### src/rtl/core/modular_inverse_core_defines.svh
// Assertion macros for the modular inverse core.
// Used by modular_inverse_core; relies on clk and arst_n in the including module.
`ifndef MODULAR_INVERSE_CORE_DEFINES_SVH
`define MODULAR_INVERSE_CORE_DEFINES_SVH

// Check a same-cycle implication.
`define MI_ASSERT_NOW(label, ante, cons, msg) \
	label: assert property (@(posedge clk) disable iff (!arst_n) (ante) |-> (cons)) \
		else $error(msg);

// Check an implication on the next cycle.
`define MI_ASSERT_NEXT(label, ante, cons, msg) \
	label: assert property (@(posedge clk) disable iff (!arst_n) (ante) |=> (cons)) \
		else $error(msg);

`endif

### src/rtl/core/modinv_pkg.sv
// Shared constants for the modular inverse core.
// No dependencies; imported by modinv_divu, modular_inverse_core and tb_top.
`timescale 1ns / 1ps

package modinv_pkg;

	localparam int DATA_W        = 32;
	localparam int WIDTH_DEF     = 32;
	localparam int MAX_STEPS_DEF = 50;
	localparam int CNT_MIN_W     = 1;

	localparam logic STATUS_OK  = 1'b0;
	localparam logic STATUS_ERR = 1'b1;

endpackage

### src/rtl/core/modinv_divu.sv
// Bit-serial restoring divider with a shift-add multiply of the quotient.
// Depends on modinv_pkg; one quotient bit per cycle.
`timescale 1ns / 1ps

module modinv_divu
	import modinv_pkg::*;
#(
	parameter int WIDTH = WIDTH_DEF
) (
	input  logic             clk,
	input  logic             arst_n,
	input  logic             start,
	input  logic [WIDTH-1:0] dividend,
	input  logic [WIDTH-1:0] divisor,
	input  logic [WIDTH-1:0] mult,
	output logic             busy,
	output logic             done,
	output logic [WIDTH-1:0] rem,
	output logic [WIDTH:0]   prod
);

	localparam int CNT_W = ($clog2(WIDTH + 1) > CNT_MIN_W) ? $clog2(WIDTH + 1) : CNT_MIN_W;

	logic             busy_q;
	logic             done_q;
	logic [CNT_W-1:0] cnt_q;
	logic [WIDTH-1:0] n_q;
	logic [WIDTH-1:0] d_q;
	logic [WIDTH-1:0] mc_q;
	logic [WIDTH-1:0] rem_q;
	logic [WIDTH:0]   acc_q;

	logic [WIDTH:0]   trial;
	logic [WIDTH:0]   diff;
	logic             ge;
	logic [WIDTH:0]   acc_next;

	assign trial    = {rem_q, n_q[WIDTH-1]};
	assign ge       = trial >= {1'b0, d_q};
	assign diff     = trial - {1'b0, d_q};
	assign acc_next = {acc_q[WIDTH-1:0], 1'b0} + (ge ? {1'b0, mc_q} : '0);

	always_ff @(posedge clk or negedge arst_n) begin
		if (!arst_n) begin
			busy_q <= 1'b0;
			done_q <= 1'b0;
			cnt_q  <= '0;
		end else begin
			done_q <= 1'b0;
			if (start) begin
				busy_q <= 1'b1;
				cnt_q  <= CNT_W'(WIDTH);
			end else if (busy_q) begin
				cnt_q <= cnt_q - 1'b1;
				if (cnt_q == CNT_W'(1)) begin
					busy_q <= 1'b0;
					done_q <= 1'b1;
				end
			end
		end
	end

	always_ff @(posedge clk) begin
		if (start) begin
			n_q   <= dividend;
			d_q   <= divisor;
			mc_q  <= mult;
			rem_q <= '0;
			acc_q <= '0;
		end else if (busy_q) begin
			n_q   <= {n_q[WIDTH-2:0], 1'b0};
			rem_q <= ge ? diff[WIDTH-1:0] : trial[WIDTH-1:0];
			acc_q <= acc_next;
		end
	end

	assign busy = busy_q;
	assign done = done_q;
	assign rem  = rem_q;
	assign prod = acc_q;

endmodule

### src/rtl/core/modular_inverse_core.sv
// Modular inverse by extended Euclid: one divide per Euclid step.
// Steps are bounded by MAX_STEPS; the single serial divider is shared by every step.
// Flow: one item at a time; s_tready is high only in idle.
// Reset: arst_n clears the sequencer and the output valid asynchronously.
`timescale 1ns / 1ps
`include "modular_inverse_core_defines.svh"

module modular_inverse_core
	import modinv_pkg::*;
#(
	parameter int WIDTH     = WIDTH_DEF,
	parameter int MAX_STEPS = MAX_STEPS_DEF
) (
	input  logic                clk,
	input  logic                arst_n,
	input  logic                s_tvalid,
	output logic                s_tready,
	input  logic [2*DATA_W-1:0] s_tdata,  // value, modulus
	output logic                m_tvalid,
	input  logic                m_tready,
	output logic [DATA_W-1:0]   m_tdata,  // inverse
	output logic [0:0]          m_tuser   // status
);

	localparam int STEP_W = $clog2(MAX_STEPS + 1);

	typedef enum logic [2:0] {
		ST_IDLE,
		ST_CHECK,
		ST_LAUNCH,
		ST_WAIT,
		ST_FIN1,
		ST_FIN2,
		ST_OUT
	} state_t;

	state_t            state_q;
	logic              red_q;
	logic [STEP_W-1:0] step_q;
	logic [WIDTH-1:0]  m_q;
	logic [WIDTH-1:0]  r_old_q;
	logic [WIDTH-1:0]  r_cur_q;
	logic [WIDTH-1:0]  c_old_q;
	logic [WIDTH-1:0]  c_cur_q;
	logic [WIDTH:0]    c_new_q;
	logic [WIDTH-1:0]  res_q;
	logic              err_q;
	logic              m_tvalid_q;
	logic [DATA_W-1:0] m_tdata_q;
	logic              m_tuser_q;

	logic [DATA_W+WIDTH-1:0] v_ext;
	logic [DATA_W+WIDTH-1:0] m_ext;
	logic [DATA_W+WIDTH-1:0] res_ext;
	logic                    div_start;
	logic                    div_busy;
	logic                    div_done;
	logic [WIDTH-1:0]        div_rem;
	logic [WIDTH:0]          div_prod;
	logic [WIDTH:0]          c_new;
	logic [WIDTH:0]          c_red;

	assign v_ext   = {{WIDTH{1'b0}}, s_tdata[DATA_W-1:0]};
	assign m_ext   = {{WIDTH{1'b0}}, s_tdata[2*DATA_W-1:DATA_W]};
	assign res_ext = {{DATA_W{1'b0}}, res_q};

	assign div_start = (state_q == ST_LAUNCH);
	assign c_new     = {1'b0, c_old_q} + div_prod;
	assign c_red     = (c_new_q >= {1'b0, m_q}) ? (c_new_q - {1'b0, m_q}) : c_new_q;

	modinv_divu #(
		.WIDTH(WIDTH)
	) u_divu (
		.clk     (clk),
		.arst_n  (arst_n),
		.start   (div_start),
		.dividend(r_old_q),
		.divisor (r_cur_q),
		.mult    (c_cur_q),
		.busy    (div_busy),
		.done    (div_done),
		.rem     (div_rem),
		.prod    (div_prod)
	);

	always_ff @(posedge clk or negedge arst_n) begin
		if (!arst_n) begin
			state_q    <= ST_IDLE;
			m_tvalid_q <= 1'b0;
			red_q      <= 1'b0;
			step_q     <= '0;
			err_q      <= 1'b0;
		end else begin
			if (m_tvalid_q && m_tready && state_q != ST_OUT) begin
				m_tvalid_q <= 1'b0;
			end
			case (state_q)
				ST_IDLE: begin
					if (s_tvalid) begin
						r_old_q <= v_ext[WIDTH-1:0];
						r_cur_q <= m_ext[WIDTH-1:0];
						m_q     <= m_ext[WIDTH-1:0];
						c_old_q <= '0;
						c_cur_q <= '0;
						red_q   <= 1'b1;
						step_q  <= '0;
						state_q <= ST_CHECK;
					end
				end
				ST_CHECK: begin
					if (m_q < WIDTH'(2)) begin
						res_q   <= '0;
						err_q   <= STATUS_ERR;
						state_q <= ST_OUT;
					end else begin
						state_q <= ST_LAUNCH;
					end
				end
				ST_LAUNCH: begin
					state_q <= ST_WAIT;
				end
				ST_WAIT: begin
					if (div_done) begin
						if (div_rem == '0) begin
							res_q   <= '0;
							err_q   <= STATUS_ERR;
							state_q <= ST_OUT;
						end else if (red_q) begin
							if (div_rem == WIDTH'(1)) begin
								res_q   <= WIDTH'(1);
								err_q   <= STATUS_OK;
								state_q <= ST_OUT;
							end else begin
								r_old_q <= m_q;
								r_cur_q <= div_rem;
								c_old_q <= '0;
								c_cur_q <= WIDTH'(1);
								step_q  <= STEP_W'(1);
								red_q   <= 1'b0;
								state_q <= ST_LAUNCH;
							end
						end else if (div_rem == WIDTH'(1)) begin
							c_new_q <= c_new;
							state_q <= ST_FIN1;
						end else if (step_q == STEP_W'(MAX_STEPS)) begin
							res_q   <= '0;
							err_q   <= STATUS_ERR;
							state_q <= ST_OUT;
						end else begin
							r_old_q <= r_cur_q;
							r_cur_q <= div_rem;
							c_old_q <= c_cur_q;
							c_cur_q <= c_new[WIDTH-1:0];
							step_q  <= step_q + 1'b1;
							state_q <= ST_LAUNCH;
						end
					end
				end
				ST_FIN1: begin
					res_q   <= c_red[WIDTH-1:0];
					state_q <= ST_FIN2;
				end
				ST_FIN2: begin
					// odd step count: coefficient is negative, fold into range
					if (step_q[0] && res_q != '0) begin
						res_q <= m_q - res_q;
					end
					err_q   <= STATUS_OK;
					state_q <= ST_OUT;
				end
				ST_OUT: begin
					if (!m_tvalid_q || m_tready) begin
						m_tvalid_q <= 1'b1;
						m_tdata_q  <= res_ext[DATA_W-1:0];
						m_tuser_q  <= err_q;
						state_q    <= ST_IDLE;
					end
				end
				default: begin
					state_q <= ST_IDLE;
				end
			endcase
		end
	end

	assign s_tready   = (state_q == ST_IDLE);
	assign m_tvalid   = m_tvalid_q;
	assign m_tdata    = m_tdata_q;
	assign m_tuser[0] = m_tuser_q;

	`MI_ASSERT_NOW(a_idle_div_quiet, state_q == ST_IDLE, !div_busy && !div_done,
		"divider active while idle")
	`MI_ASSERT_NOW(a_done_in_wait, div_done, state_q == ST_WAIT,
		"divide finished outside wait state")
	`MI_ASSERT_NOW(a_err_zero, m_tvalid && m_tuser[0] == STATUS_ERR, m_tdata == '0,
		"error result carries nonzero inverse")
	`MI_ASSERT_NOW(a_step_bound, 1'b1, step_q <= STEP_W'(MAX_STEPS),
		"step counter beyond limit")
	`MI_ASSERT_NEXT(a_launch_busy, state_q == ST_LAUNCH, div_busy,
		"divider did not start on launch")

endmodule

### config.mk
export PLATFORM = sky130hd
export DESIGN_NAME = modular_inverse_core
export DESIGN_NICKNAME = d
export VERILOG_FILES = /design/src/rtl/core/modinv_pkg.sv /design/src/rtl/core/modinv_divu.sv /design/src/rtl/core/modular_inverse_core.sv
export VERILOG_INCLUDE_DIRS = /design/src /design/src/rtl/core
export SDC_FILE = /design/constraint.sdc
export NUM_CORES = 1
export LEC_CHECK = 0
export BUFFER_PORTS_ARGS = -buffer_cell sky130_fd_sc_hd__buf_4
export CAP_MARGIN = 30
export CORE_ASPECT_RATIO = 1.4
export CORE_MARGIN = 8
export CORE_UTILIZATION = 42
export DETAILED_ROUTE_END_ITERATION = 12
export PLACE_DENSITY = 0.64
export SETUP_SLACK_MARGIN = 0.15
export SYNTH_ARGS = -nofsm -noshare
export SYNTH_HDL_FRONTEND = slang
export SYNTH_SLANG_ARGS = --single-unit
### constraint.sdc
create_clock -name clk -period 9.5 [get_ports clk]
set_input_delay 0.95 -clock clk [delete_from_list [all_inputs] [get_ports clk]]
set_output_delay 0.95 -clock clk [all_outputs]
set_load 0.02 [all_outputs]
==> results.ini <==
[synthesis]
synth_area_per_cell_um2 = 10.1
synth_area_leaders = edfxtp_1 (42%), ha_1 (8.0%), dfxtp_1 (5.1%)
ys_ff_latch = 439
synth_ff_type = edfxtp_1
synth.distinct_cells = 82
yosysMostFrequentCell = edfxtp_1
synth_common_cells = edfxtp_1 (354), nand2_1 (332), a21oi_1 (189), ha_1 (162), o21ai_0 (149)
synth_area_um2 = 25300
async_flop_share_pct = 4.56
synth_edf_count = 354
synthCells = 2494
synth.net_count = 2729
yosysWarningCount = 0
ys_seq_area_share_pct = 49.1
synth_top_area_share_pct = 42.0
yosysTopAreaCell = edfxtp_1

[clocking]
cts_hold_buf = 0
cts-resized-gates = 0
clk_pin_slew_worst_paths_ns = 0.07
cts_tree = yes
clock_latency_ns = 0.59
clock_path_buffers = 3
cts_buffers = 43
cts_setup_buffers = 0
numClockSinks = 439
root_buffer = clkbuf_16
htreeDepth = 2

[global_route]
grt_max_degree = 72
overflow = 0
grt_pass1_vias = 19300
grt_pass1_wl_mm = 112
antenna_found_initial = 1
grt_util_all_layers_pct = 20.8

[setup_path]
endpoint_kind = register
crit_path_start_kind = register
path_max_fanout = 38
crit_start = u_divu.rem[9]$_SDFFE_PP0P_
reg2reg_slack_ns = 3.23
worst_r2r_endpoint = u_divu.prod[31]$_SDFFE_PP0P_
timing.critical_path.slowest_stage_cell = a21oi_4
cp_cell_sequence = ha_1 -> a21oi_1 -> a21boi_0 -> a311oi_1 -> nor3_1 -> a211o_1 -> nand4_1 -> a21oi_4 -> buf_4 -> buf_4 -> nor2b_1 -> ha_1 -> a21oi_2 -> o21ai_2 -> a2111oi_4 -> nor3_1 -> o31ai_1 -> nand2_1 -> o21ai_0 -> a31oi_1 -> a221o_1
ff2ff_path_depth = 21
critPathMaxStageDelay_ns = 0.63
crit_buf_inv = 2
path_class = reg2reg
r2r-start = u_divu.rem[9]$_SDFFE_PP0P_
crit_required_ns = 9.97
cp_top_family = compound AO/OA/AOI/OAI gates
crit_arrival_ns = 6.74

[timing]
fin_worst_skew_ns = 0.0330
setup_viol = 0
hold_viol = 0
slew_headroom_pct = 36.4
worstMarginPinSlew_ns = 0.951
period_needed_ns = 6.27
layout_worst_path_cycle_share_pct = 66.0
fmax_ghz = 0.159
slew_viol_final = 0
fin_setup_tns_ns = 0
rsz0062_at_grt = no

[drt]
drtIter0Drc = 1241
ant_nets = 0
via_per_inst = 5.67
wl_per_cell_um = 21.4
routed-via-count = 19200
drc = 0
routed_wl_mm = 72.4
drtPass1Iterations = 5

[place]
dpl.cell_count = 3297
dp_hpwl_mm = 53.8
place.gp.congestion = 0.932
io_buffers = 102

[floorplanning]
die_area_um2 = 68500
die_h_um = 306
core_area_um2 = 59700
start_util_pct = 42.4
core.rowCount = 106
io-pin-count = 103
die_w_um = 223

[final_layout]
finalNonFillerCells = 3378
syn2layout_area_growth_pct = 12.3
n_fill_cell = 5488
nets = 2821
seq_area_um2 = 12400
multi_input_area_um2 = 12000
drive_gt1_share_pct = 9.27

[power_and_ir_drop]
p_leak_nw = 11.6
p_per_area_nw_per_um2 = 283
irDropWorstVdd_v = 0.000155

[run]
max-cap-violations = 0

[status]
status = completed

[min_path]
hp-class = in2async

-- stage by stage --
step / setup WS [ns] / hold slack, ns / instance area (µm²) / util, % / power, mW
detailed placement: 3.29 / 0.427 / 27000 / 45.3 / 6.29
finish: 3.23 / 0.289 / 28400 / 47.6 / 8.04
global route: 2.54 / 0.294 / 28400 / 47.6 / 8.57
floorplan: 1.20 / 0.418 / 25300 / - / 5.39
global placement: 3.42 / 0.424 / 27000 / 45.2 / 6.21
CTS: 3.23 / 0.281 / 28400 / 47.6 / 8.08
-- layout make-up --
| type | instances | share of cell area [%] |
|---|---|---|
| timing repair buffer | 139 | 3.77 |
| clock inverter | 22 | 0.823 |
| multi-input combinational | 1813 | 42.2 |
| clock buffer | 58 | 4.13 |
| tap | 756 | 3.33 |
| inverter | 150 | 1.99 |
| antenna | 1 | 0.00880 |
| sequential | 439 | 43.8 |
-- power breakdown --
group          total [mW]  switching [mW]  internal, mW
Sequential           2.85           0.281          2.57
Combinational        3.44            2.03          1.41
Clock                1.76           0.775         0.983
Total                8.04            3.08          4.96
-- layer usage --
layer	track usage [%]	wire, µm	vias to the layer above
met5	0	0	-
met4	11.5	4320	0
met3	2.77	3170	140
met2	36.3	35500	491
met1	24.6	29400	9302
li1	-	-	9225
-- state kept, by name (all words and copies together) (netlist names), 3 cells and up --
name,flops
r_old_q,32
u_divu.cnt_q,6
state_q,3
c_old_q,32
r_cur_q,32
u_divu.prod,33
u_divu.n_q,32
res_q,32
c_new_q,33
m_q,32
c_cur_q,32
u_divu.rem,32
u_divu.mc_q,32
step_q,6
u_divu.d_q,32
m_tdata,32
-- cell families (layout without fill, tap and decap cells) --
group,Yosys count,in the layout,share of synthesized area (%)
multiplexers,88,88,3.49
AND/OR/NAND/NOR,797,797,14.8
buffers and inverters,242,369,3.72
flip-flops,439,439,49.1
other,0,1,0
adder cells (fa/ha/maj),167,167,8.40
AO/OA/AOI/OAI,626,626,15.8
XOR/XNOR,135,135,4.67
-- layout by cell type (no fill, tap or decap), types with 54 or more instances in the layout --
master / instances
a21o_1: 77
a21oi_1: 188
and3_1: 54
buf_4: 137
dfxtp_1: 65
edfxtp_1: 354
ha_1: 162
inv_1: 148
mux2i_1: 86
nand2_1: 331
nor2_1: 142
nor2b_1: 61
o21ai_0: 149
xnor2_1: 85
-- worst max path at each step --
stage / cells after the start / to
after detailed placement: 22 / u_divu.prod[31]$_SDFFE_PP0P_
after CTS: 21 / u_divu.prod[31]$_SDFFE_PP0P_
after global routing: 22 / u_divu.prod[29]$_SDFFE_PP0P_
final: 21 / u_divu.prod[31]$_SDFFE_PP0P_
after global placement: 22 / u_divu.prod[31]$_SDFFE_PP0P_
after floorplan: 7 / c_cur_q[0]$_SDFFCE_PN0P_
Note: power is estimated with default switching activity, not from simulation.
